## src/rtl/dscg_pkg.sv

```systemverilog
// ----------------------------------------------------------------------------
// dscg_pkg : shared definitions for the decaying sine click generator
// Sample and sine table widths, register indices, stage types and the
// elaboration-time builder for the quarter-wave sine table.
// ----------------------------------------------------------------------------
package dscg_pkg;

  localparam int SAMPLE_BITS     = 24;
  localparam int SINE_INDEX_BITS = 10;
  localparam int SINE_FULL       = 1 << SINE_INDEX_BITS;
  localparam int SINE_DEPTH      = SINE_FULL + 1;
  localparam int SINE_ADDR_BITS  = SINE_INDEX_BITS + 1;

  localparam longint unsigned HALF_PI_Q30 = 64'd1686629713;

  localparam int CFG_DATA_BITS  = 31;
  localparam int CFG_INDEX_BITS = 3;

  // register indices of the configuration port
  localparam logic [CFG_INDEX_BITS-1:0] CFG_BEAT_STEP    = 3'd0;
  localparam logic [CFG_INDEX_BITS-1:0] CFG_ACCENT_STEP  = 3'd1;
  localparam logic [CFG_INDEX_BITS-1:0] CFG_BEAT_AMP     = 3'd2;
  localparam logic [CFG_INDEX_BITS-1:0] CFG_ACCENT_AMP   = 3'd3;
  localparam logic [CFG_INDEX_BITS-1:0] CFG_DECAY        = 3'd4;
  localparam logic [CFG_INDEX_BITS-1:0] CFG_CLICK_LENGTH = 3'd5;

  typedef logic [14:0] sine_rom_t [SINE_DEPTH];

  // sample item after the first stage, without the table word
  typedef struct packed {
    logic                          active;
    logic                          neg;
    logic [15:0]                   gain;
    logic signed [SAMPLE_BITS-1:0] left;
    logic signed [SAMPLE_BITS-1:0] right;
  } dscg_s1_t;

  // restoring division, truncating; used only while the table is built
  function automatic longint unsigned div_u64(longint unsigned num, longint unsigned den);
    longint unsigned q;
    longint unsigned r;
    q = '0;
    r = '0;
    for (int i = 63; i >= 0; i--) begin
      r = {r[62:0], num[i]};
      if (r >= den) begin
        r    = r - den;
        q[i] = 1'b1;
      end
    end
    return q;
  endfunction

  // sin(k/2^N * pi/2) in Q15: Taylor series to x^13 in Q30, round half up, clamp
  function automatic sine_rom_t sine_rom_build();
    sine_rom_t       rom;
    longint unsigned x;
    longint unsigned term;
    longint          sum;
    longint          e;
    for (int k = 0; k < SINE_DEPTH; k++) begin
      x    = (longint'(k) * HALF_PI_Q30) >> SINE_INDEX_BITS;
      term = x;
      sum  = longint'(x);
      for (int n = 1; n <= 6; n++) begin
        term = (term * x) >> 30;
        term = (term * x) >> 30;
        term = div_u64(term, 64'((2 * n) * (2 * n + 1)));
        if (n[0]) begin
          sum = sum - longint'(term);
        end else begin
          sum = sum + longint'(term);
        end
      end
      if (sum < 0) begin
        sum = 0;
      end
      e = (sum + 16384) >>> 15;
      if (e > 32767) begin
        e = 32767;
      end
      rom[k] = e[14:0];
    end
    return rom;
  endfunction

endpackage

```

## src/rtl/dscg_mix.sv

```systemverilog
// ----------------------------------------------------------------------------
// dscg_mix : click product, rounding, mix and saturation
// Second stage holds gain times sine; output stage adds and clamps.
// ----------------------------------------------------------------------------
module dscg_mix
  import dscg_pkg::*;
(
  input  logic                          clk,
  input  logic                          rst_n,
  input  logic                          s1_valid,
  input  dscg_s1_t                      s1,
  input  logic [14:0]                   rom_q,
  output logic                          s1_ready,
  output logic                          out_valid,
  input  logic                          out_ready,
  output logic signed [SAMPLE_BITS-1:0] out_left,
  output logic signed [SAMPLE_BITS-1:0] out_right
);

  localparam int          SHR = (SAMPLE_BITS >= 31) ? 0 : 31 - SAMPLE_BITS;
  localparam int          SHL = (SAMPLE_BITS >= 31) ? SAMPLE_BITS - 31 : 0;
  localparam logic [33:0] RND = (SAMPLE_BITS >= 31) ? 34'd0 :
                                34'(64'd1 << (30 - SAMPLE_BITS));
  localparam int          SUM_W = SAMPLE_BITS + 2;
  localparam logic signed [SUM_W-1:0] SAT_HI = SUM_W'((64'sd1 <<< (SAMPLE_BITS - 1)) - 1);
  localparam logic signed [SUM_W-1:0] SAT_LO = -SAT_HI - SUM_W'(1);

  logic                          s2_valid_r;
  logic                          s2_active_r;
  logic                          s2_neg_r;
  logic [30:0]                   s2_mag_r;
  logic signed [SAMPLE_BITS-1:0] s2_left_r;
  logic signed [SAMPLE_BITS-1:0] s2_right_r;

  logic                          out_valid_r;
  logic signed [SAMPLE_BITS-1:0] out_left_r, out_left_nxt;
  logic signed [SAMPLE_BITS-1:0] out_right_r, out_right_nxt;

  logic                          s2_ready;
  logic [33:0]                   rounded;
  logic [33:0]                   cmag_w;
  logic signed [SUM_W-1:0]       click;
  logic signed [SUM_W-1:0]       left_sum;
  logic signed [SUM_W-1:0]       right_sum;

  function automatic logic signed [SAMPLE_BITS-1:0] clamp(input logic signed [SUM_W-1:0] v);
    logic signed [SUM_W-1:0] r;
    r = v;
    if (v > SAT_HI) begin
      r = SAT_HI;
    end else if (v < SAT_LO) begin
      r = SAT_LO;
    end
    return r[SAMPLE_BITS-1:0];
  endfunction

  assign s2_ready = !out_valid_r || out_ready;
  assign s1_ready = !s2_valid_r || s2_ready;

  // round half up in magnitude, then reapply the sign
  always_comb begin
    rounded = {3'b0, s2_mag_r} + RND;
    cmag_w  = (rounded >> SHR) << SHL;
    click   = '0;
    if (s2_active_r) begin
      click = s2_neg_r ? -$signed({1'b0, cmag_w[SAMPLE_BITS:0]})
                       :  $signed({1'b0, cmag_w[SAMPLE_BITS:0]});
    end
    left_sum      = SUM_W'(s2_left_r) + click;
    right_sum     = SUM_W'(s2_right_r) + click;
    out_left_nxt  = clamp(left_sum);
    out_right_nxt = clamp(right_sum);
  end

  always_ff @(posedge clk) begin
    if (!rst_n) begin
      s2_valid_r  <= 1'b0;
      out_valid_r <= 1'b0;
    end else begin
      if (s1_ready) begin
        s2_valid_r <= s1_valid;
      end
      if (s2_ready) begin
        out_valid_r <= s2_valid_r;
      end
    end
  end

  always_ff @(posedge clk) begin
    if (s1_ready) begin
      s2_active_r <= s1.active;
      s2_neg_r    <= s1.neg;
      s2_mag_r    <= s1.gain * rom_q;
      s2_left_r   <= s1.left;
      s2_right_r  <= s1.right;
    end
    if (s2_ready) begin
      out_left_r  <= out_left_nxt;
      out_right_r <= out_right_nxt;
    end
  end

  assign out_valid = out_valid_r;
  assign out_left  = out_left_r;
  assign out_right = out_right_r;

endmodule

```

## config.mk

```make
export PLATFORM = sky130hd
export DESIGN_NAME = dscg_mix
export DESIGN_NICKNAME = d
export VERILOG_FILES = /design/src/rtl/dscg_pkg.sv /design/src/rtl/dscg_mix.sv
export SDC_FILE = /design/constraint.sdc
export NUM_CORES = 1
export LEC_CHECK = 0
export BUFFER_PORTS_ARGS = -buffer_cell sky130_fd_sc_hd__buf_2
export CAP_MARGIN = 30
export CORE_AREA = 2 2 158 160
export CTS_CLUSTER_SIZE = 40
export DETAILED_ROUTE_END_ITERATION = 12
export DIE_AREA = 0 0 160 162
export PLACE_DENSITY = 0.87
export SLEW_MARGIN = 20
export SYNTH_ARGS = -nofsm -noshare
export SYNTH_HDL_FRONTEND = slang
export SYNTH_SLANG_ARGS = --single-unit
```

## constraint.sdc

```tcl
create_clock -name clk -period 9.6 [get_ports clk]
set_input_delay 0.48 -clock clk [delete_from_list [all_inputs] [get_ports clk]]
set_output_delay 0.48 -clock clk [all_outputs]
set_load 0.02 [all_outputs]
```

==> results_dict.tcl <==
set metrics [dict create \
    p_int_mw 3.22 \
    synth_compound_area_share_pct 12.2 \
    finish.utilization_pct 72.0 \
    area_delta_synth_final_pct 9.03 \
    io_pins 135 \
    skew_ps 9.84 \
    grt.overflow.total 0 \
    ant_nets 0 \
    crit_fanout 16 \
    dp_hpwl_um 30100 \
    yosys.area.top_type_share_pct 23.2 \
    critPathLaunchType "register" \
    post_cts_buffers 0 \
    via_per_inst 6.08 \
    cp_top_family "compound AO/OA/AOI/OAI gates" \
    synth_area_leaders "edfxtp_1, fa_1, ha_1, and2_1, inv_1" \
    synth_most_common_cell "inv_1" \
    grt_pass1_wl_um 63200 \
    track_usage_pct 30.6 \
    synthAdderAreaFrac_pct 33.9 \
    crit_buf_inv 0 \
    synth_edf_count 123 \
    p_switching_mw 2.77 \
    wl_per_cell_um 18.6 \
    worst_pin_slew_ps 976 \
    cts.sinks 125 \
    hold_path.class "primary input to register" \
    finalCritPeriodShare_pct 69.2 \
    ctsHoldBuffers 0 \
    slew_headroom_pct 35.0 \
    synth_top_family_by_area "adder cells" \
    hold_depth 1 \
    drt_pass1_iterations 9 \
    h-tree-depth 4 \
    drive_gt1_share_pct 11.9 \
    syn-cell-area_um2 15900 \
    p_clk_share_pct 11.0 \
    path_class "register to register" \
    p_total_mw 5.99 \
    cp_cell_sequence "ha_1, and3_1, nand3_1, xnor2_1, nor3_2, o31a_1, o221ai_1, xnor2_1, and2_1, ha_1, nand3_1, o221ai_1, a21oi_1, a21bo_2, a31oi_1, a21oi_1, a221oi_1, a41oi_1, or3_1, a22oi_2, o21ai_0" \
    drv_cap 0 \
    grt_max_degree 77 \
    drt_iter0_markers 1014 \
    syn_inst 1634 \
    cts_tree "yes" \
    setup_viol 0 \
    status "finished, final reports clean" \
    crit_slowest_cell "a22oi_2" \
    synth_area_per_cell_um2 9.74 \
    num-nets-final 2135 \
    p_comb_share_pct 70.0 \
    nFillCells 1725 \
    synth_area_leader_cell "edfxtp_1" \
    worstPathRequired_ps 9730 \
    wirelength_um 38300 \
    p_leak_nw 7.99 \
    fin_setup_tns_ps 0 \
    clockBufferDepth 2 \
    io_buffer_count 134 \
    start_util_pct 66.0 \
    synthTopCellsByCount "inv_1, nand2_1, fa_1, ha_1, and2_1" \
    hold_viol_final 0 \
    ys_async_sr_fraction_pct 0 \
    setup_ws_ps 2950 \
    fmax_ghz 0.150 \
    rsz0062_at_grt "false" \
    post_cts_resized 0 \
    yosys.area_share.simple_pct 18.0 \
    rows 57 \
    root_buffer "clkbuf_16" \
    synthMuxAreaShare_pct 0.197 \
    p_seq_share_pct 19.1 \
    synth-warning-count 0 \
    chipHeight_um 162 \
    cp_slowest_stage_delay_ps 670 \
    end_kind "register" \
    synthFlopType "edfxtp_1" \
    critPathArrivalTime_ps 6770 \
    clock_latency_ps 430 \
    synthXorXnorAreaFrac_pct 5.88 \
    place_ws_ps 3050 \
    cts_buffers 17 \
    place.gp.congestion 0.992 \
    chipWidth_um 160 \
    synth_seq_area_share_pct 23.5 \
    r2r_cells 21 \
    dieArea_um2 25900 \
    ir_worst_vdd_uv 257 \
    num_vias 12500 \
    grt_pass1_vias 12800 \
    crit_cells 21 \
    synth_cell_types 88 \
    p_sw_share_pct 46.3 \
    drv_slew 0 \
    fin_crit_ps 6650 \
    drcViolationCount 0 \
    antenna_found_initial 1 \
    core_um2 24100 \
    p_per_area_nw_per_um2 345 \
    clk_pin_slew_worst_paths_ps 60 \
    syn_nets 2042 \
    ys_ff_latch 125 \
]
per-layer routing:
layer	wire length (um)	GRT usage [%]	up-vias
met5	0	0	-
met4	1850	15.4	0
met3	3140	5.62	113
met2	18600	52.6	611
met1	14700	37.3	6094
li1	-	-	5724
kinds of logic (layout without fill, tap and decap cells):
logic type      Yosys count  count (layout)
compound gates          272             272
xor+xnor                106             106
fa+ha+maj               323             323
buf+inv                 256             361
flops                   125             125
mux                       3               3
other cells               0               1
simple gates            549             549
path summary, 6_finish.rpt:
check / start / endpoint / slack [ps]
setup / recovery: s2_mag_r[6] / out_right[7] / 2950
hold reg to reg: s2_valid_r / out_valid / 560
hold / removal: s1[31] / s2_left_r[7] / 220
setup reg to reg: s2_mag_r[6] / out_right[7] / 2950
layout by cell type (no fill, tap or decap), drive strengths merged, types with 9 or more instances in the layout:
master / synthesis / layout
o21a: 28 / 28
a21oi: 62 / 62
and2: 131 / 131
nand3: 53 / 53
edfxtp: 123 / 123
a21o: 30 / 30
buf: 22 / 137
inv: 192 / 193
xor2: 36 / 36
a211oi: 10 / 10
nand2: 187 / 187
clkbuf: 41 / 17
fa: 181 / 181
xnor2: 70 / 70
o21ai: 51 / 51
nor3: 33 / 33
or3: 15 / 15
and3: 19 / 19
a31oi: 12 / 12
ha: 142 / 142
nand4: 11 / 11
nor2: 52 / 52
nor2b: 14 / 14
o31ai: 9 / 9
sequential cells by signal, indices dropped and copies added (netlist names):
signal       count
s2_active_r      1
s2_mag_r        25
out_right       24
s2_neg_r         1
s2_left_r       24
out_valid        1
out_left        24
s2_valid_r       1
s2_right_r      24
area by class of cell:
type / instances / area, um2 / share of cell area [%]
antenna: 1 / 2.50 / 0.0144
tap: 324 / 405 / 2.34
clock buffer: 17 / 425 / 2.45
clock inverter: 14 / 169 / 0.974
multi-input combinational: 1253 / 11200 / 64.4
timing repair buffer: 137 / 713 / 4.11
sequential: 125 / 3730 / 21.5
inverter: 193 / 724 / 4.18
power groups by stage:
| stage | registers [mW] | logic (mW) | clock network [mW] |
|---|---|---|---|
| 2_1_floorplan | 1.22 | 3.16 | 0 |
| 3_3_place_gp | 1.14 | 3.91 | 0 |
| 3_5_place_dp | 1.15 | 4.13 | 0 |
| 4_1_cts | 1.14 | 4.17 | 0.658 |
| 5_1_grt | 1.16 | 4.67 | 0.681 |
| 6_report | 1.14 | 4.19 | 0.656 |
per-stage QoR:
stage	instance area [um2]	hold WS [ps]	cells
finish	17300	222	2064
global route	17300	213	2064
CTS	17300	218	2062
detailed placement	16700	537	2031
global placement	16700	526	2030
floorplan	15900	463	1634
(Power assumes the default switching activity.)
