<file path="src/rtl/dscg_pkg.sv">
// ----------------------------------------------------------------------------
// dscg_pkg : shared definitions for the decaying sine click generator
// Sample and sine table widths, register indices, stage types and the
// elaboration-time builder for the quarter-wave sine table.
// ----------------------------------------------------------------------------
package dscg_pkg;

  localparam int SAMPLE_BITS     = 24;
  localparam int SINE_INDEX_BITS = 10;
  localparam int SINE_FULL       = 1 << SINE_INDEX_BITS;
  localparam int SINE_DEPTH      = SINE_FULL + 1;
  localparam int SINE_ADDR_BITS  = SINE_INDEX_BITS + 1;

  localparam longint unsigned HALF_PI_Q30 = 64'd1686629713;

  localparam int CFG_DATA_BITS  = 31;
  localparam int CFG_INDEX_BITS = 3;

  // register indices of the configuration port
  localparam logic [CFG_INDEX_BITS-1:0] CFG_BEAT_STEP    = 3'd0;
  localparam logic [CFG_INDEX_BITS-1:0] CFG_ACCENT_STEP  = 3'd1;
  localparam logic [CFG_INDEX_BITS-1:0] CFG_BEAT_AMP     = 3'd2;
  localparam logic [CFG_INDEX_BITS-1:0] CFG_ACCENT_AMP   = 3'd3;
  localparam logic [CFG_INDEX_BITS-1:0] CFG_DECAY        = 3'd4;
  localparam logic [CFG_INDEX_BITS-1:0] CFG_CLICK_LENGTH = 3'd5;

  typedef logic [14:0] sine_rom_t [SINE_DEPTH];

  // sample item after the first stage, without the table word
  typedef struct packed {
    logic                          active;
    logic                          neg;
    logic [15:0]                   gain;
    logic signed [SAMPLE_BITS-1:0] left;
    logic signed [SAMPLE_BITS-1:0] right;
  } dscg_s1_t;

  // restoring division, truncating; used only while the table is built
  function automatic longint unsigned div_u64(longint unsigned num, longint unsigned den);
    longint unsigned q;
    longint unsigned r;
    q = '0;
    r = '0;
    for (int i = 63; i >= 0; i--) begin
      r = {r[62:0], num[i]};
      if (r >= den) begin
        r    = r - den;
        q[i] = 1'b1;
      end
    end
    return q;
  endfunction

  // sin(k/2^N * pi/2) in Q15: Taylor series to x^13 in Q30, round half up, clamp
  function automatic sine_rom_t sine_rom_build();
    sine_rom_t       rom;
    longint unsigned x;
    longint unsigned term;
    longint          sum;
    longint          e;
    for (int k = 0; k < SINE_DEPTH; k++) begin
      x    = (longint'(k) * HALF_PI_Q30) >> SINE_INDEX_BITS;
      term = x;
      sum  = longint'(x);
      for (int n = 1; n <= 6; n++) begin
        term = (term * x) >> 30;
        term = (term * x) >> 30;
        term = div_u64(term, 64'((2 * n) * (2 * n + 1)));
        if (n[0]) begin
          sum = sum - longint'(term);
        end else begin
          sum = sum + longint'(term);
        end
      end
      if (sum < 0) begin
        sum = 0;
      end
      e = (sum + 16384) >>> 15;
      if (e > 32767) begin
        e = 32767;
      end
      rom[k] = e[14:0];
    end
    return rom;
  endfunction

endpackage

</file>
<file path="src/rtl/dscg_voice.sv">
// ----------------------------------------------------------------------------
// dscg_voice : configuration registers and oscillator state
// Restarts the voice on a strike and advances phase, gain and count per sample.
// ----------------------------------------------------------------------------
module dscg_voice
  import dscg_pkg::*;
(
  input  logic                      clk,
  input  logic                      rst_n,
  input  logic                      cfg_we,
  input  logic [CFG_INDEX_BITS-1:0] cfg_index,
  input  logic [CFG_DATA_BITS-1:0]  cfg_wdata,
  input  logic                      strike_acc,
  input  logic                      sample_acc,
  input  logic                      accent,
  output logic [31:0]               phase,
  output logic [15:0]               gain,
  output logic                      live
);

  logic [30:0] beat_step_r;
  logic [30:0] accent_step_r;
  logic [14:0] beat_amp_r;
  logic [14:0] accent_amp_r;
  logic [15:0] decay_r;
  logic [15:0] click_length_r;

  logic [31:0] phase_r, phase_nxt;
  logic [31:0] step_r, step_nxt;
  logic [15:0] gain_r, gain_nxt;
  logic [15:0] left_r, left_nxt;
  logic [31:0] decay_prod;
  logic [15:0] left_dec;

  assign decay_prod = gain_r * decay_r;
  assign left_dec   = left_r - 16'd1;

  always_comb begin
    phase_nxt = phase_r;
    step_nxt  = step_r;
    gain_nxt  = gain_r;
    left_nxt  = left_r;
    if (strike_acc) begin
      phase_nxt = '0;
      step_nxt  = {1'b0, (accent ? accent_step_r : beat_step_r)};
      gain_nxt  = {1'b0, (accent ? accent_amp_r : beat_amp_r)};
      left_nxt  = click_length_r;
    end else if (sample_acc && live) begin
      phase_nxt = phase_r + step_r;
      gain_nxt  = decay_prod[31:16];
      left_nxt  = left_dec;
      // end of click: silence the voice
      if (left_dec == '0) begin
        phase_nxt = '0;
        gain_nxt  = '0;
      end
    end
  end

  always_ff @(posedge clk) begin
    if (!rst_n) begin
      beat_step_r    <= 31'd89478485;
      accent_step_r  <= 31'd134217728;
      beat_amp_r     <= 15'd16384;
      accent_amp_r   <= 15'd26214;
      decay_r        <= 16'd65222;
      click_length_r <= 16'd1440;
      phase_r        <= '0;
      step_r         <= '0;
      gain_r         <= '0;
      left_r         <= '0;
    end else begin
      if (cfg_we) begin
        case (cfg_index)
          CFG_BEAT_STEP:    beat_step_r    <= cfg_wdata;
          CFG_ACCENT_STEP:  accent_step_r  <= cfg_wdata;
          CFG_BEAT_AMP:     beat_amp_r     <= cfg_wdata[14:0];
          CFG_ACCENT_AMP:   accent_amp_r   <= cfg_wdata[14:0];
          CFG_DECAY:        decay_r        <= cfg_wdata[15:0];
          CFG_CLICK_LENGTH: click_length_r <= cfg_wdata[15:0];
          default: ;
        endcase
      end
      phase_r <= phase_nxt;
      step_r  <= step_nxt;
      gain_r  <= gain_nxt;
      left_r  <= left_nxt;
    end
  end

  assign phase = phase_r;
  assign gain  = gain_r;
  assign live  = (left_r != '0);

endmodule

</file>
<file path="config.mk">
export PLATFORM = sky130hd
export DESIGN_NAME = dscg_voice
export DESIGN_NICKNAME = d
export VERILOG_FILES = /design/src/rtl/dscg_pkg.sv /design/src/rtl/dscg_voice.sv
export SDC_FILE = /design/constraint.sdc
export NUM_CORES = 1
export LEC_CHECK = 0
export BUFFER_PORTS_ARGS = -buffer_cell sky130_fd_sc_hd__buf_2
export CELL_PAD_IN_SITES_DETAIL_PLACEMENT = 0
export CELL_PAD_IN_SITES_GLOBAL_PLACEMENT = 1
export CORE_ASPECT_RATIO = 1.5
export CORE_MARGIN = 2
export CORE_UTILIZATION = 25
export CTS_CLUSTER_SIZE = 40
export DETAILED_ROUTE_END_ITERATION = 6
export GPL_TIMING_DRIVEN = 1
export PLACE_DENSITY = 0.5
export SYNTH_ARGS = -nofsm -noshare
export SYNTH_HDL_FRONTEND = slang
export SYNTH_SLANG_ARGS = --single-unit
</file>
<file path="constraint.sdc">
create_clock -name clk -period 18.11 [get_ports clk]
set_clock_uncertainty 0.2 [all_clocks]
set_input_delay 2.7165 -clock clk [delete_from_list [all_inputs] [get_ports clk]]
set_output_delay 2.7165 -clock clk [all_outputs]
set_load 0.01 [all_outputs]
</file>
==> impl_metrics.tcl, run 1 <==
set metrics [dict create \
    vias 14846 \
    synthesis.instances 2200 \
    portBuffers 88 \
    final_cell_mix "516 x nand2_1, 241 x inv_1, 219 x dfxtp_1" \
    layout_commonest_cell "nand2_1" \
    via_per_inst 4.60 \
    worst_path_max_delay_cell "dfxtp_1" \
    cts.repair.resized 0 \
    crit_path_frequent_cell "fa_1" \
    die_area_um2 76700 \
    synth_edf_count 0 \
    fp.coreArea_um2 73700 \
    drc 0 \
    cts-htree-levels 1 \
    cts_buffers 25 \
    cap_violations 0 \
    clockBufferDepth 3 \
    fin_crit_sh 0.379 \
    start_util 0.252 \
    fin_util 0.283 \
    dp_hpwl_um 44700 \
    drive_gt1_frac 0.0805 \
    cp_slowest_stage_delay_ps 990 \
    path_buf_inv 3 \
    cts_root_buf "clkbuf_16" \
    area_growth_syn_to_layout_pct 12.2 \
    drt_iter0_markers 543 \
    rows 122 \
    holdCritPathClass "reg -> reg" \
    rsz0062_at_grt "no" \
    first_pass_iters 5 \
    synth_warnings 0 \
    seq_area_frac_synth 0.236 \
    synth_nets 2569 \
    die_y_um 338 \
    synthArstFlopShare 0 \
    slew-limit-headroom 0.214 \
    cts_setup_buffers 0 \
    critPathArrivalTime_ps 7090 \
    fmax_mhz 146 \
    hold_violations 0 \
    fin_cells 3229 \
    dp_cells 3183 \
    ant_nets 0 \
    critPathTopFamily "adder cells" \
    fin_setup_tns_ps 0 \
    antenna_found_initial 0 \
    worstSkewPairLatency_ps 570 \
    clock-sinks 219 \
    cts_tree "built" \
    grt_pass1_vias 15807 \
    wirelength_um 61200 \
    track_usage 0.162 \
    setup_viol 0 \
    dp_worst_setup_slack_ps 11250 \
    grt_remaining_overflow 0 \
    globalplace.congestion 0.805 \
    ys.flop_type "dfxtp_1" \
    synth_cell_types 66 \
    crit_path_end_kind "register" \
    grt_first_pass_wirelength_um 95100 \
    path_clk_slew_ps 70 \
    timing.final.ws_setup_ps 11250 \
    netlist_area_um2 18600 \
    pin_count 89 \
    fin_crit_ps 6860 \
    critPathRequiredTime_ps 18340 \
    wire_per_inst_um 19.0 \
    startpoint_type "register" \
    crit_chain "nand2_1 -> fa_1 -> fa_1 -> inv_1 -> fa_1 -> fa_1 -> fa_1 -> inv_1 -> fa_1 -> inv_1 -> ha_1 -> a21o_1 -> a21o_1 -> a21oi_1 -> nor2_1 -> a211oi_1 -> a21boi_0 -> or3_1 -> a32oi_1 -> a21oi_1" \
    slew_violations 0 \
    crit_type "reg -> reg" \
    grt_max_degree 83 \
    postCtsHoldBufs 0 \
    status "complete, no violations" \
    synth_area_per_cell_um2 8.46 \
    nNetsFinal 2587 \
    tightest_slew_ps 1170 \
    synth-seq-cells 219 \
    die_w_um 227 \
    critPathMaxFanout 18 \
    n_fill_cell 7995 \
]
[cells in the mapped netlist (all sizes together), types with 8 or more instances]
library cell	number	area share
nor2	45	0.0091
and3	11	0.0037
a21oi	67	0.018
o21ai	42	0.011
fa	194	0.21
xnor2	31	0.015
mux2i	45	0.024
a22o	12	0.0056
dfxtp	219	0.24
inv	241	0.049
a211oi	9	0.0042
a221oi	8	0.0038
a21boi	88	0.036
a21o	29	0.012
nand2	516	0.10
o21a	9	0.0036
nor3	17	0.0046
xor2	24	0.011
nand3	69	0.019
nand4	12	0.0040
and2	130	0.044
buf	18	0.0052
o211a	33	0.018
ha	135	0.091
clkbuf	110	0.022
[per-stage QoR]
stage,instance area [um^2],hold WS [ps]
final,20900,258
after global routing,20900,282
after CTS,20900,259
after detailed placement,20000,250
after global placement,20000,246
after floorplan,18600,232
[area by class of cell]
type	instances	area, um^2	share of cell area
Tap cell	992	1240	0.0594
Timing Repair Buffer	119	678	0.0325
Multi-Input combinational cell	1612	12800	0.614
Clock inverter	10	120	0.00575
Sequential cell	219	4380	0.210
Inverter	241	905	0.0433
Antenna cell	2	5.00	0.000240
Clock buffer	34	729	0.0349
[state kept, by name, indices dropped and copies added, names as in the netlist]
| register | count |
|---|---|
| accent_amp_r | 15 |
| accent_step_r | 31 |
| beat_amp_r | 15 |
| beat_step_r | 31 |
| click_length_r | 16 |
| decay_r | 16 |
| gain | 16 |
| left_r | 16 |
| phase | 32 |
| step_r | 31 |
[tightest hold or removal path: cells and delay by family, from the launching register on]
family / cells / cell delay (ps)
flops: 1 / 320
simple gates: 2 / 100
[worst paths after layout]
path | to | slack, ps | cells after the start | start
setup / recovery | gain[11] | 11250 | 20 | gain[9]
hold / removal | phase[25] | 260 | 2 | phase[25]
setup reg to reg | gain[11] | 11250 | 20 | gain[9]
hold reg to reg | phase[25] | 260 | 2 | phase[25]
[routing by layer]
layer  track usage  vias up  wire, um
met1         0.179     7411     23400
met5             0        -         0
met3        0.0154       70      1630
met2         0.321      208     34600
met4        0.0470        0      1610
li1              -     7157         -
[cells by family (layout without fill, tap and decap cells)]
family	count (synthesis)	count (layout)	share of synthesized area
AND/OR/NAND/NOR	833	833	0.202
buffers and inverters	369	404	0.0760
AO/OA/AOI/OAI	347	347	0.135
multiplexers	48	48	0.0260
other	0	2	0
flip-flops	219	219	0.236
adder cells (fa/ha/maj)	329	329	0.300
XOR/XNOR	55	55	0.0259
Power of run 1 is left out: the tool's default activity adds up to more than one toggle a clock period on the data nets, which glitch-free logic cannot reach.
==> inputs of run 2 (changes only) <==
- clock period: 18.11 -> 6.4 ns (I/O delays scaled with it)
==> impl_metrics.tcl, run 2 (same netlist as run 1, synthesis figures left out) <==
set metrics [dict create \
    status "complete, no violations" \
    globalplace.congestion 0.807 \
    tightest_slew_ps 945 \
    critPathArrivalTime_ps 6430 \
    cp_slowest_stage_delay_ps 520 \
    cts_root_buf "clkbuf_16" \
    track_usage 0.163 \
    dpl_cell_area_um2 20400 \
    hold_violations 0 \
    grt_first_pass_wirelength_um 95200 \
    dp_cells 3222 \
    slew_violations 0 \
    worstSkewPairLatency_ps 580 \
    critPathMaxFanout 8 \
    crit_chain "buf_4 -> and2_1 -> fa_1 -> inv_1 -> fa_1 -> inv_1 -> fa_1 -> fa_1 -> fa_1 -> inv_1 -> fa_1 -> inv_1 -> ha_1 -> buf_4 -> a21o_1 -> a21o_1 -> o21ai_2 -> buf_4 -> a21oi_1 -> o31ai_1 -> mux2_2 -> nand2_1" \
    fp.coreArea_um2 73700 \
    largest_register_ffs 32 \
    die_y_um 338 \
    grt_pass1_vias 15941 \
    die_area_um2 76700 \
    drt_iter0_markers 539 \
    portBuffers 88 \
    drive_gt1_frac 0.111 \
    die_w_um 227 \
    wire_per_inst_um 19.0 \
    hold-path-cell-count 2 \
    crit_path_frequent_cell "fa_1" \
    holdCritPathClass "reg -> reg" \
    rows 122 \
    layout_commonest_cell "nand2_1" \
    crit_path_end_kind "register" \
    ant_nets 0 \
    pin_count 89 \
    start_util 0.252 \
    fin_util 0.289 \
    slew-limit-headroom 0.368 \
    startpoint_type "register" \
    grt_max_degree 96 \
    via_per_inst 4.56 \
    crit_type "reg -> reg" \
    critPathRequiredTime_ps 6700 \
    final_cell_area_um2 21300 \
    ff2ff_path_depth 22 \
    path_clk_slew_ps 60 \
    clockBufferDepth 3 \
    dp_hpwl_um 47600 \
    nNetsFinal 2627 \
    holdWs_ps 261 \
    cap_violations 0 \
    clock-sinks 219 \
    area_growth_syn_to_layout_pct 14.6 \
    rsz0062_at_grt "no" \
    fmax_mhz 163 \
    wirelength_um 62100 \
    cts_tree "built" \
    fin_cells 3270 \
    vias 14909 \
    setup_viol 0 \
    fin_crit_ps 6140 \
    worst_path_max_delay_cell "fa_1" \
    final_cell_mix "514 x nand2_1, 241 x inv_1, 196 x dfxtp_1" \
    grt_remaining_overflow 0 \
    fin_crit_sh 0.959 \
    n_fill_cell 7956 \
    cts_buffers 26 \
    cts-htree-levels 1 \
    drc 0 \
    antenna_found_initial 1 \
    first_pass_iters 5 \
]
run 2: changes by cell type in the layout (fill, tap and decap cells not counted), moves of 10 or more:
cell     previous run  this run
buf_4              33        67
dfxtp_1           219       196
dfxtp_2             0        13
dfxtp_4             0        10
run 2: final cells by class:
class | instances | area [um^2] | area share
multi-input combinational | 1612 | 12900 | 0.604
sequential | 219 | 4440 | 0.208
tap | 992 | 1240 | 0.0582
timing repair buffer | 158 | 1020 | 0.0476
inverter | 241 | 905 | 0.0424
clock buffer | 36 | 738 | 0.0346
clock inverter | 11 | 108 | 0.00505
antenna | 1 | 2.50 | 0.000117
run 2: repair_timing:
action | 4_1_cts | 5_1_grt
setup endpoints to repair | 6 | 10
buffers inserted | 0 | 0
pin swaps | 0 | 3
resized for setup | 12 | 34
hold buffers | 0 | 0
run 2: per-stage QoR:
| step | setup TNS (ps) | worst slack (ps) |
|---|---|---|
| after floorplan | 0 | 231 |
| after global placement | -819 | -211 |
| after detailed placement | -862 | -213 |
| after CTS | 0 | 7.23 |
| after global routing | 0 | 3.17 |
| final | 0 | 260 |
run 2: layer usage:
metal / GRT usage / part of all wire / vias up
met5: 0 / 0 / -
met3: 0.0147 / 0.024 / 88
met2: 0.324 / 0.56 / 216
met1: 0.175 / 0.38 / 7367
li1: - / - / 7238
met4: 0.0588 / 0.037 / 0
run 2: final timing paths:
path             start         to  slack (ps)
max           gain[10]   gain[15]         260
min          phase[25]  phase[25]         260
max reg2reg   gain[10]   gain[15]         260
min reg2reg  phase[25]  phase[25]         260
run 2: worst max-delay path, delay by kind of cell (launching register included):
family                     cells  cell delay [ps]
adders and majority gates      7             3290
AOI/OAI and AO/OA              5              890
DFF                            1              400
muxes                          1              370
and+or+nand+nor                2              210
buffers and inverters          7              700
Power of run 2 is left out for the same reason.
